<file path="src/rtl/polynomial_evaluator_top_macros.svh">
// Assertion macros for the polynomial evaluator RTL.
// Included by the modules that carry concurrent assertions; define ASSERT_OFF to drop them.
`ifndef POLYNOMIAL_EVALUATOR_TOP_MACROS_SVH
`define POLYNOMIAL_EVALUATOR_TOP_MACROS_SVH

`ifndef ASSERT_OFF
// Property must hold at every rising edge outside reset.
`define PE_ASSERT(lbl, clk, rst_n, prop) \
  lbl: assert property (@(posedge clk) disable iff (!rst_n) prop) \
    else $error("assertion failed");
// Expression must never be true outside reset.
`define PE_ASSERT_NEVER(lbl, clk, rst_n, expr) \
  lbl: assert property (@(posedge clk) disable iff (!rst_n) !(expr)) \
    else $error("assertion failed");
`else
`define PE_ASSERT(lbl, clk, rst_n, prop)
`define PE_ASSERT_NEVER(lbl, clk, rst_n, expr)
`endif

`endif

</file>
<file path="src/rtl/pe_ram.sv">
// Generic single-write, single-read synchronous RAM with registered read data.
// Standalone; used for the two coefficient stores.
module pe_ram #(
  parameter int DEPTH = 16,
  parameter int WIDTH = 16,
  localparam int AW   = $clog2(DEPTH)
) (
  input  logic             clk_i,
  input  logic             we_i,
  input  logic [AW-1:0]    waddr_i,
  input  logic [WIDTH-1:0] wdata_i,
  input  logic             re_i,
  input  logic [AW-1:0]    raddr_i,
  output logic [WIDTH-1:0] rdata_o
);

  logic [WIDTH-1:0] mem_q [DEPTH];
  logic [WIDTH-1:0] rdata_q;

  always_ff @(posedge clk_i) begin
    if (we_i) begin
      mem_q[waddr_i] <= wdata_i;
    end
  end

  always_ff @(posedge clk_i) begin
    if (re_i) begin
      rdata_q <= mem_q[raddr_i];
    end
  end

  assign rdata_o = rdata_q;

endmodule

</file>
<file path="config.mk">
export PLATFORM = sky130hd
export DESIGN_NAME = pe_ram
export DESIGN_NICKNAME = d
export VERILOG_FILES = /design/src/rtl/polynomial_evaluator_top_macros.svh /design/src/rtl/pe_ram.sv
export SDC_FILE = /design/constraint.sdc
export NUM_CORES = 1
export LEC_CHECK = 0
export BUFFER_PORTS_ARGS = -buffer_cell sky130_fd_sc_hd__buf_2
export CORE_ASPECT_RATIO = 0.9
export CORE_UTILIZATION = 60
export DETAILED_ROUTE_END_ITERATION = 10
export PLACE_DENSITY_LB_ADDON = 0.2
export SLEW_MARGIN = 40
export SYNTH_ARGS = -nofsm -noshare
export SYNTH_HDL_FRONTEND = slang
export SYNTH_SLANG_ARGS = --single-unit
</file>
<file path="constraint.sdc">
create_clock -name clk_i -period 7.25 [get_ports clk_i]
set_input_delay 1.45 -clock clk_i [delete_from_list [all_inputs] [get_ports clk_i]]
set_output_delay 1.45 -clock clk_i [all_outputs]
set_load 0.005 [all_outputs]
</file>
Word level (Yosys, flattened, before mapping)
Memories as Yosys holds them, arrays and structs flattened. A register that Yosys moved wholly into a read port is not among the register bits.
Cells that the tools add are included.
{ "word_totals": {"inputBits": 27, "regBits": 0, "mem_count": 1, "ramBits": 256} }
{ "memory_table": {"columns": ["memory", "words", "word_bits", "read_ports", "rd_ports_with_merged_regs", "wr", "line_no", "source"], "rows": [
  ["mem_q", 16, 16, 1, 1, 1, "pe_ram.sv:17", "logic [WIDTH-1:0] mem_q [DEPTH];"]
]} }
{ "op_classes": {"mux": 2} }
{ "op_table": {"columns": ["operator", "n"], "rows": [
  ["2-to-1 mux 1 bit", 2]
]} }

Longest topological paths before layout
{ "logic_depth": {"word_depth": 2, "ltp_mapped": 5, "ltp_nobuf": 3} }

Least setup slack after synthesis
OpenSTA, ideal clock, no wires.
{ "synth_timing": {"path_type": "input to register", "start": "input waddr_i[2]", "end": "memory mem_q[0][0], enable pin", "slack_ns": 3.745, "cell_stages": 2, "n_path_buf": 0, "setup_ns": 0.409, "arrival_time_ns": 3.096, "required_ns": 6.841, "cell_sequence": "or3b_2 nor3_1"} }
{ "synth_rtl": {"columns": ["element", "line_no", "source"], "rows": [
  ["start: declaration", "pe_ram.sv:10", "input logic [AW-1:0] waddr_i,"],
  ["end: declaration", "pe_ram.sv:17", null]
]} }
No word-level cell before the write port.

==> run metrics <==
status=completed; dpl cell area=10,800 µm²; # IOs=43; Final ANT Viol Nets=0; synth cell count leaders=edfxtp_1 (272), mux4_2 (54), a22oi_1 (32); RSZ-0062 raised after global routing=false; post-CTS setup repair buffer count=0; Residual DRC=0; Syn Area/Cell=roughly 24 µm²; Placer Congestion=0.705; Synth Instances=between 400 and 500; synthesized cell area=10,200 µm²; ys flop type=edfxtp_1; number of diodes=0; final hold vios=0; DIE AREA=17,500 µm²; Tcrit/Tclk final=a little under half; first-pass GRT wire length=approximately 30,000 µm; Skew-Pair Late Insertion Delay=0.51 ns; core area=roughly 16,000 µm²; die width=about 140 µm; Final WS setup=~4 ns; DR WL/cell=27.3 µm; dominant cells by area after synthesis=edfxtp_1 (80%), mux4_2 (12%), mux4_1 (2.6%); CTS root buf=clkbuf_16; register area share after synthesis=80.0%; Distinct cells, synth=18; fin. max-slew vios=0; Filler cells=977; vias post-DR=between 4,000 and 5,000; total iterations of the first detailed-routing run=5; number of synthesized register bits=272; 1st-iter DRT viols=roughly 520; Fin Setup TNS=0 ns; crit-path max FO=38; dpl ws=3.36 ns; Synth area leader=edfxtp_1; Critical Path Sink Type=register; Post-synth EDFFs=272; total gr overflow=0; Die Y=approximately 130 µm; setup violators final=0; post-CTS sizing=0; layout cells sized above 1=33.0%; Routed WL=19,800 µm; peak supply drop=~0.00026 V; share of synthesized registers carrying an async set or reset=0%; clock buffer depth=3; CP arrival=3.53 ns; HP Class=register to register; Starting Density=62.2%; critical path class=input port to register; area of the multi-input gates=about 2000 µm²; DP HPWL=between 10,000 and 15,000 µm; initial antenna violation count=0; power per cell area=275 nW/µm²; CTS tree=built; Post-CTS Hold Buffers=0; pin slew with the least headroom to its limit=between 0.7 and 0.8 ns; Port Buffers=42; Fmax=306 MHz; Max Clock Skew=0.0106 ns; WHS=0.754 ns; nets=530; row count=44; vias in the first global route=around 5,000; Avg Vias per Cell=between 6 and 7; required time worst endpoint=7.51 ns; storage element area=8170 µm²; Total GRT Usage=23.9%; Pwr Total=3180 µW; Clock Sink Count=272; Max Cap Viol=0; Leak=0.00377 µW; CTS Buf Count=27; Syn. warnings=0; startpoint types=input port; Worst-path clk slew=0.06 ns; area share of the largest cell type after synthesis=80.0%; fin crit period=3.26 ns; Max transition margin=approximately 51%; Layout Area Growth over Synthesis=13.3%; final instance area=11,600 µm²; pin count of the biggest net entering global routing=between 60 and 70; most frequent cell after synthesis=edfxtp_1; H-tree levels=1; Syn Nets=459
[area by class of cell]
class                      instances  area share [%]
clock buffer                      31            5.98
clock inverter                    16           0.877
multi-input combinational        139            17.0
tap                              207            2.24
timing repair buffer              63            3.24
sequential                       272            70.7
[placed cells by master (no fill, tap or decap), drive strengths merged]
cell type,netlist,layout
nor2b,2,2
buf,13,63
inv,0,1
and2,1,1
or3b,1,1
nand2b,2,2
bufinv,0,1
clkbuf,8,31
mux4,64,64
clkinv,0,14
edfxtp,272,272
nand3b,2,2
nor3,4,4
nand3,1,1
nor2,13,13
nand2,17,17
a22oi,32,32
[report_power, final]
group	switching, µW	total [µW]	internal (µW)
registers	9.02	1780	1770
clock network	533	1250	714
logic	86.5	148	61.8
total	628	3180	2550
[critical path, cell delays in order]
cell and delay [ns]:
buf_4 0.42, buf_4 0.70, mux4_1 0.63, a22oi_1 0.22, nand2_1 0.07
[registers in the layout, summed over array words and instances (netlist names)]
name / count
rdata_o: 16
mem_q: 256
[metal layers]
metal	vias up	GRT usage, %	part of all wire (%)
met3	30	3.88	6.7
li1	1998	-	-
met4	0	6.01	1.7
met2	186	41.6	52
met1	2459	32.1	40
met5	-	0	0
[worst paths after layout]
path | startpoint | end | depth (start not counted) | slack [ns]
worst min register to register | mem_q[12][7] | rdata_o[7] | 3 | 0.75
worst max-delay path | raddr_i[0] | rdata_o[4] | 5 | 3.99
worst min-delay path | mem_q[12][7] | rdata_o[7] | 3 | 0.75
worst max register to register | mem_q[1][7] | rdata_o[7] | 3 | 5.83
[cells by family after synthesis]
logic type | share of synthesized area (%)
flip-flops | 80.0
multiplexers | 14.5
AND/OR/NAND/NOR | 1.89
AO/OA/AOI/OAI | 2.35
buffers and inverters | 1.21
[metrics by stage]
stage,utilization (%),std cells
6_report,70.4,728
5_1_grt,70.4,728
4_1_cts,70.4,728
3_5_place_dp,65.6,681
3_3_place_gp,65.6,681
2_1_floorplan,-,432
Power figures use the tool's default switching activity.
