--- src/rtl/polynomial_evaluator_top_macros.svh ---
// Assertion macros for the polynomial evaluator RTL.
// Included by the modules that carry concurrent assertions; define ASSERT_OFF to drop them.
`ifndef POLYNOMIAL_EVALUATOR_TOP_MACROS_SVH
`define POLYNOMIAL_EVALUATOR_TOP_MACROS_SVH

`ifndef ASSERT_OFF
// Property must hold at every rising edge outside reset.
`define PE_ASSERT(lbl, clk, rst_n, prop) \
  lbl: assert property (@(posedge clk) disable iff (!rst_n) prop) \
    else $error("assertion failed");
// Expression must never be true outside reset.
`define PE_ASSERT_NEVER(lbl, clk, rst_n, expr) \
  lbl: assert property (@(posedge clk) disable iff (!rst_n) !(expr)) \
    else $error("assertion failed");
`else
`define PE_ASSERT(lbl, clk, rst_n, prop)
`define PE_ASSERT_NEVER(lbl, clk, rst_n, expr)
`endif

`endif

--- src/rtl/pe_pkg.sv ---
// Shared types and constants for the polynomial evaluator.
// No dependencies; imported by every module of the block except pe_ram.
package pe_pkg;

  localparam int NUM_COEFS = 10;
  localparam int IDX_W     = $clog2(NUM_COEFS);
  localparam int COEF_W    = 16;
  localparam int POINT_W   = 16;
  localparam int RES_W     = 64;
  localparam int CMD_W     = 3;
  localparam int MODE_W    = 2;
  localparam int IN_DATA_W = 40;

  localparam logic [1:0] FIN_LAST = 2'd2;

  typedef enum logic [CMD_W-1:0] {
    CMD_LOAD_A = 3'd0,
    CMD_LOAD_B = 3'd1,
    CMD_SUM    = 3'd2,
    CMD_DIFF   = 3'd3,
    CMD_PROD   = 3'd4,
    CMD_DERIV  = 3'd5
  } cmd_e;

  typedef enum logic [MODE_W-1:0] {
    MODE_SUM   = 2'd0,
    MODE_DIFF  = 2'd1,
    MODE_PROD  = 2'd2,
    MODE_DERIV = 2'd3
  } mode_e;

  typedef enum logic [1:0] {
    ST_IDLE,
    ST_RUN,
    ST_FIN,
    ST_DONE
  } state_e;

  // Sequencer to datapath controls
  typedef struct packed {
    logic             start;
    logic             rd_en;
    logic             mul_en;
    logic             acc_en;
    logic             save_a;
    logic             sel_b;
    logic             fin_en;
    logic [1:0]       fin_step;
    logic [IDX_W-1:0] idx;
    logic             out_load;
  } ctl_t;

endpackage

--- src/rtl/pe_seq.sv ---
// Evaluation sequencer: walks the coefficient index, steps the Horner phases
// and the final product partials. Depends on pe_pkg and the assertion macros.
`include "polynomial_evaluator_top_macros.svh"

module pe_seq import pe_pkg::*; (
  input  logic clk_i,
  input  logic rst_ni,
  input  logic in_accept_i,
  input  cmd_e in_cmd_i,
  input  logic out_free_i,
  output logic busy_o,
  output ctl_t ctl_o
);

  state_e           state_q, state_d;
  logic [IDX_W-1:0] idx_q, idx_d;
  logic             ph_q, ph_d;
  logic             pass_q, pass_d;
  logic [1:0]       fstep_q, fstep_d;
  cmd_e             cmd_q, cmd_d;

  logic             is_eval;
  logic             last_step;
  logic [IDX_W-1:0] last_idx;

  assign is_eval   = in_cmd_i inside {CMD_SUM, CMD_DIFF, CMD_PROD, CMD_DERIV};
  // derivative skips the constant term
  assign last_idx  = (cmd_q == CMD_DERIV) ? IDX_W'(1) : '0;
  assign last_step = (idx_q == last_idx);

  // next state
  always_comb begin
    state_d = state_q;
    idx_d   = idx_q;
    ph_d    = ph_q;
    pass_d  = pass_q;
    fstep_d = fstep_q;
    cmd_d   = cmd_q;
    unique case (state_q)
      ST_IDLE: begin
        if (in_accept_i && is_eval) begin
          state_d = ST_RUN;
          idx_d   = IDX_W'(NUM_COEFS - 1);
          ph_d    = 1'b0;
          pass_d  = 1'b0;
          cmd_d   = in_cmd_i;
        end
      end
      ST_RUN: begin
        ph_d = ~ph_q;
        if (ph_q) begin
          if (!last_step) begin
            idx_d = idx_q - IDX_W'(1);
          end else if (cmd_q == CMD_PROD && !pass_q) begin
            pass_d = 1'b1;
            idx_d  = IDX_W'(NUM_COEFS - 1);
          end else if (cmd_q == CMD_PROD) begin
            state_d = ST_FIN;
            fstep_d = '0;
          end else begin
            state_d = ST_DONE;
          end
        end
      end
      ST_FIN: begin
        fstep_d = fstep_q + 2'd1;
        if (fstep_q == FIN_LAST) begin
          state_d = ST_DONE;
        end
      end
      ST_DONE: begin
        if (out_free_i) begin
          state_d = ST_IDLE;
        end
      end
      default: state_d = ST_IDLE;
    endcase
  end

  // outputs
  always_comb begin
    ctl_o          = '0;
    ctl_o.idx      = idx_q;
    ctl_o.sel_b    = pass_q;
    ctl_o.fin_step = fstep_q;
    busy_o         = 1'b1;
    unique case (state_q)
      ST_IDLE: begin
        busy_o      = 1'b0;
        ctl_o.start = in_accept_i && is_eval;
      end
      ST_RUN: begin
        ctl_o.rd_en  = !ph_q;
        ctl_o.mul_en = !ph_q;
        ctl_o.acc_en = ph_q;
        ctl_o.save_a = ph_q && last_step && (cmd_q == CMD_PROD) && !pass_q;
      end
      ST_FIN: begin
        ctl_o.fin_en = 1'b1;
      end
      ST_DONE: begin
        ctl_o.out_load = out_free_i;
      end
      default: ;
    endcase
  end

  always_ff @(posedge clk_i or negedge rst_ni) begin
    if (!rst_ni) begin
      state_q <= ST_IDLE;
      idx_q   <= '0;
      ph_q    <= 1'b0;
      pass_q  <= 1'b0;
      fstep_q <= '0;
      cmd_q   <= CMD_LOAD_A;
    end else begin
      state_q <= state_d;
      idx_q   <= idx_d;
      ph_q    <= ph_d;
      pass_q  <= pass_d;
      fstep_q <= fstep_d;
      cmd_q   <= cmd_d;
    end
  end

  `PE_ASSERT(a_run_phase, clk_i, rst_ni, (state_q == ST_RUN && !ph_q) |=> (state_q == ST_RUN && ph_q))
  `PE_ASSERT(a_fin_exit, clk_i, rst_ni, (state_q == ST_FIN && fstep_q == FIN_LAST) |=> (state_q == ST_DONE))
  `PE_ASSERT_NEVER(a_idx_range, clk_i, rst_ni, (state_q == ST_RUN) && (32'(idx_q) > NUM_COEFS - 1))
  `PE_ASSERT_NEVER(a_pass_prod, clk_i, rst_ni, (state_q == ST_RUN) && pass_q && (cmd_q != CMD_PROD))

endmodule

--- config.mk ---
export PLATFORM = sky130hd
export DESIGN_NAME = pe_seq
export DESIGN_NICKNAME = d
export VERILOG_FILES = /design/src/rtl/pe_pkg.sv /design/src/rtl/pe_seq.sv
export VERILOG_INCLUDE_DIRS = /design/src /design/src/rtl
export SDC_FILE = /design/constraint.sdc
export NUM_CORES = 1
export LEC_CHECK = 0
export ABC_CLOCK_PERIOD_IN_PS = 2290
export BUFFER_PORTS_ARGS = -buffer_cell sky130_fd_sc_hd__buf_2
export CAP_MARGIN = 10
export CORE_MARGIN = 3
export CORE_UTILIZATION = 45
export CTS_BUF_LIST = sky130_fd_sc_hd__clkbuf_4 sky130_fd_sc_hd__clkbuf_8
export DETAILED_ROUTE_END_ITERATION = 12
export HOLD_SLACK_MARGIN = 0.06
export PLACE_DENSITY = 0.69
export SKIP_CTS_REPAIR_TIMING = 1
export SKIP_LAST_GASP = 1
export SYNTH_ARGS = -nofsm -noshare
export SYNTH_HDL_FRONTEND = slang
export SYNTH_SLANG_ARGS = --single-unit
--- constraint.sdc ---
create_clock -name clk_i -period 2.29 [get_ports clk_i]
set_input_delay 0.3435 -clock clk_i [delete_from_list [all_inputs] [get_ports clk_i]]
set_output_delay 0.3435 -clock clk_i [all_outputs]
set_load 0.005 [all_outputs]
# Word-level counts from Yosys, hierarchy flattened
# Index checks and enable logic that the tools add are counted.
[op_classes]
reduce_logical = 17
n_eq_ne = 20
n_bitwise = 1
n_addsub = 2
n_mux = 30
[ops]
columns = ["op", "n"]
rows = [
  ["2-bit two-way mux", 10],
  ["4-bit two-way mux", 5],
  ["2-bit != test, second input constant", 8],
  ["3-bit equality test, second input constant", 4],
  ["1-bit two-way mux", 10],
  ["5-bit AND reduction", 2],
  ["2-bit case mux with 4 select lines", 1],
  ["4-bit case mux with 2 select lines", 1],
  ["2-bit equality test, second input constant", 3],
  ["3-bit by 2-bit equality test with 1-bit output, second input constant", 2],
  ["6-bit AND reduction", 1],
  ["1-bit logical AND", 5],
  ["4-bit by 1-bit equality test with 1-bit output", 1],
  ["1-bit case mux with 2 select lines", 2],
  ["2-bit case mux with 2 select lines", 1],
  ["2-bit AND reduction", 2],
  ["4-bit AND reduction", 1],
  ["2-bit nonzero test", 2],
  ["4-bit nonzero test", 1],
  ["4-bit by 1-bit subtractor with 4-bit output, second input constant", 1],
  ["3-bit != test, second input constant", 1],
  ["2-bit by 1-bit adder with 2-bit output, second input constant", 1],
  ["2-bit by 1-bit equality test with 1-bit output, second input constant", 1],
  ["1-bit logical NOT", 2],
  ["other kinds (2)", 2],
]
[word_totals]
reg_bits = 13
elab_cells = 76

# Longest topological paths before layout
[depth]
ltp_word = 7
ltp_mapped = 8

# Worst setup path after synthesis
# OpenSTA, ideal clock, no wires.
[synth_timing]
kind = "register -> register"
from = "register idx_q[1]"
to = "register state_q[1]"
stages_incl_launch_ff = 6
required_ps = 2162
arrival_ps = 1766
path_buffers = 1
setup_slack_ps = 397
synth_period_minus_slack_ps = 1893
path_cell_list = "dfrtp_1 > or3_1 > buf_2 > o31a_1 > nor3b_2 > mux2_1"
[synth_between]
elab_chain_len = 3
[synth_rtl]
columns = ["element", "line", "rtl"]
rows = [
  ["start, declared", "pe_seq.sv:16", "logic [IDX_W-1:0] idx_q, idx_d;"],
  ["start signal, assigned", "pe_seq.sv:118", "idx_q <= idx_d;"],
  ["4-bit by 1-bit equality test with 1-bit output", "pe_seq.sv:29", "assign last_step = (idx_q == last_idx);"],
  ["2-bit != test (no source line)", "n/a", ""],
  ["6-bit AND reduction (no source line)", "n/a", ""],
  ["end signal, assigned", "pe_seq.sv:117", "state_q <= state_d;"],
  ["end, declared", "pe_seq.sv:15", "state_e state_q, state_d;"],
]
# Every way passes these cells.
# A chain may end at the register's enable or synchronous reset.

==> impl_summary.txt <==
----------------------------------------------------
[Critical path]
  Start-to-end type of the worst setup path ... register to primary output
  Kind of start point of the critical path ... register
  Slowest cell on the critical path ... sky130_fd_sc_hd__dfrtp_1
  Worst Path Required ... 1.95 ns
  Worst reg2reg startpoint ... idx_q[2]$_DFFE_PN0P_
  Cell Chain, Critical Path ... inv_1 > ha_1 > and2_0 > buf_4 > nand2_1 > nor2_1 > buf_2
  Critical Path Fanout Max ... 6
  Crit path largest cell delay ... 0.42 ns
  Reg2Reg Setup Slack ... 0.29 ns
  Reg-to-Reg End ... state_q[1]$_DFFE_PN0P_
  Worst reg2reg path depth ... 4
  Crit path DAT ... 1.75 ns
  Kind of capture point of the worst setup path ... primary output

[Cells and area]
  Commonest non-fill, non-tap cell in the layout ... sky130_fd_sc_hd__buf_2
  Fraction of layout cells with a size suffix above 1 ... 26.0%
  Area used by multi-input combinational logic ... 510 um2
  Synthesis-to-layout area growth ... 17.6%
  Area occupied by registers ... 325 um2
  Number of nets in the layout ... 138
  Filler cell count in the final layout ... 186
  Highest-count cells in the layout ignoring fill and taps ... sky130_fd_sc_hd__buf_2 (21), sky130_fd_sc_hd__dfrtp_1 (13), sky130_fd_sc_hd__a21oi_1 (12)
  Number of antenna cells inserted ... 0

[STA]
  Total negative slack for setup checks ... 0 ns
  Setup repair after global routing missed its margin ... false
  Final cycle utilization of the critical path ... 91.6%
  Worst slew margin relative to its limit ... 71.4%
  Top achievable clock speed ... 477 MHz
  Final Skew ... 0.000377 ns
  Number of failing hold endpoints at the final stage ... 0
  Worst slew pin tran ... 0.426 ns
  Final Max Slew Viols ... 0
  Number of failing setup endpoints in the final timing report ... 0
  Min cycle time layout ... 2.10 ns

[Min path]
  Startpoint of the most critical hold path ... in_cmd_i[2]
  Endpoint, Worst Hold ... cmd_q[1]$_DFFE_PN0P_
  Number of instances on the worst hold path ... 2
  Path class of the lowest-slack min-delay path ... input pin to register

[Drt]
  Post-route ant nets ... 0
  Drt initial violations ... 20
  Vias/cell ... 5.30
  Routed wire length per instance ... 13.2 um
  Total via count in the routed design ... 785
  Number of search-and-repair iterations in the first detailed-routing pass ... 4
  Wire length reported by the detailed router ... 1950 um
  DRC errors left ... 0

[Synth]
  Primary FF master, synth ... sky130_fd_sc_hd__dfrtp_1
  Share of Yosys cell area claimed by the top area cell type ... 35.7%
  Post-synthesis net count ... 115
  Number of standard cells after synthesis ... 101
  Library cells used by synthesis ... 40
  Share of synthesized registers carrying an async set or reset ... 100%
  Total of warnings raised by yosys ... 0
  Largest cells by area after synthesis ... sky130_fd_sc_hd__dfrtp_1 (36%), sky130_fd_sc_hd__ha_1 (9.6%), sky130_fd_sc_hd__a21oi_1 (6.6%), sky130_fd_sc_hd__inv_1 (4.1%), sky130_fd_sc_hd__buf_4 (2.5%)
  Share of synthesized area occupied by flip-flops and latches ... 35.7%
  Post-synth top area cell ... sky130_fd_sc_hd__dfrtp_1
  Mapped Avg Cell Area ... 9.03 um2
  Number of flops mapped to enable cells by yosys ... 0
  Post-Syn Area ... 912 um2
  Total of flip-flops plus latches after synthesis ... 13

[Power]
  Leakage power figure ... 0.000512 uW
  Power consumption ... 1430 uW
  VDD IR-drop max ... 0.698 mV
  Cell Pwr Density ... 1330 nW/um2

[Placed design]
  Routability-driven placement congestion ratio ... 0.825
  Detailed-placement wirelength estimate ... 1550 um
  Buffers on Ports ... 21

[Clock tree]
  CTS root buffer ... sky130_fd_sc_hd__clkbuf_4
  Count of clock tree sinks ... 13
  Clock latency reported for the late side of the worst-skew pair ... 0.28 ns
  Clock tree from TritonCTS ... built
  Worst-case clock buffer depth ... 2
  Number of CTS-inserted buffers ... 3
  Clock transition at path regs ... 0.08 ns
  H-tree depth ... 1

[Floorplan]
  Die Wd ... 51.0 um
  Core Rows ... 15
  Core area ... 1820 um2
  Initial core utilization ... 50.1%
  Die Outline Area ... 2600 um2
  Ports ... 22
  Die span in y ... 51.0 um

[GRT]
  Total global routing overflow ... 0
  Via count of the first global-routing pass ... 777
  Pin count of the biggest net entering global routing ... 14
  Number of antenna violations at the first check in global routing ... 0
  First-pass GRT wire length ... 3480 um
  Total routing usage reported by global routing ... 17.9%

[Run]
  Max Cap Violations ... 0

[Status]
  Result of the run ... complete, no violations

----------------------------------------------------
-- cells by family after synthesis --
group,Yosys count,share of synthesized area (%)
flops,13,35.7
fa+ha+maj,7,9.60
simple gates,26,16.5
mux,4,4.94
compound gates,31,22.1
buf+inv,17,8.37
xor+xnor,3,2.88
-- flip-flops by register name, summed over array words and instances, names as in the netlist --
signal,flops
ph_q,1
pass_q,1
cmd_q,3
fstep_q,2
idx_q,4
state_q,2
-- cell type report --
cell class              instances  area share (%)
repair buffers                 25            12.8
multi-input cells              71            47.6
flip-flops and latches         13            30.3
clock buffers                   4            2.80
well taps                      25            2.92
inverters                      10            3.50
-- cell usage after synthesis, types with 2 or more instances --
library cell / instances
sky130_fd_sc_hd__buf_4: 3
sky130_fd_sc_hd__o2bb2ai_1: 2
sky130_fd_sc_hd__xnor2_1: 2
sky130_fd_sc_hd__mux2_2: 2
sky130_fd_sc_hd__nor2b_1: 3
sky130_fd_sc_hd__clkbuf_1: 3
sky130_fd_sc_hd__mux2_1: 2
sky130_fd_sc_hd__o31ai_1: 2
sky130_fd_sc_hd__ha_1: 7
sky130_fd_sc_hd__nand2_1: 6
sky130_fd_sc_hd__and2_1: 2
sky130_fd_sc_hd__a21oi_1: 12
sky130_fd_sc_hd__o21ai_1: 2
sky130_fd_sc_hd__nor2_1: 5
sky130_fd_sc_hd__inv_1: 10
sky130_fd_sc_hd__dfrtp_1: 13
sky130_fd_sc_hd__o21ai_0: 2
-- where the power goes --
part           internal (uW)  switching, uW
Sequential               335            110
Combinational            384            440
Clock                   79.5           79.5
Total                    799            630
-- metrics by stage --
step / utilization (%) / std cells / hold WS, ns / area [um2] / setup slack (ns)
finish: 58.9 / 148 / 0.256 / 1070 / 0.192
global route: 58.9 / 148 / 0.263 / 1070 / 0.0764
CTS: 58.4 / 147 / -0.0571 / 1060 / 0.182
detailed placement: 56.7 / 143 / 0.255 / 1030 / 0.314
global placement: 56.7 / 143 / 0.248 / 1030 / 0.293
floorplan: - / 101 / 0.0479 / 912 / 0.397
-- routing by layer --
metal  up-vias  GRT usage [%]  share of wire [%]
li1        397              -                  -
met1       367           23.7                 48
met2        17           27.0                 46
met4         0           9.87                1.7
met3         4           3.79                4.0
met5         -              0                  0
-- how the worst max path moves through the flow --
| stage | start | to | slack [ns] |
|---|---|---|---|
| after detailed placement | idx_q[2]$_DFFE_PN0P_ | state_q[1]$_DFFE_PN0P_ | 0.31 |
| final | state_q[1]$_DFFE_PN0P_ | ctl_o[9] | 0.19 |
| after CTS | state_q[1]$_DFFE_PN0P_ | ctl_o[9] | 0.18 |
| after global placement | idx_q[2]$_DFFE_PN0P_ | state_q[1]$_DFFE_PN0P_ | 0.29 |
| after floorplan | idx_q[1]$_DFFE_PN0P_ | state_q[1]$_DFFE_PN0P_ | 0.40 |
| after global routing | state_q[1]$_DFFE_PN0P_ | ctl_o[9] | 0.08 |
-- critical path: cells and delay by family (launching register included) --
family	cells	cell delay [ns]
flops	1	0.42
buf+inv	3	0.41
simple gates	3	0.36
fa+ha+maj	1	0.29
Power figures use the tool's default switching activity.
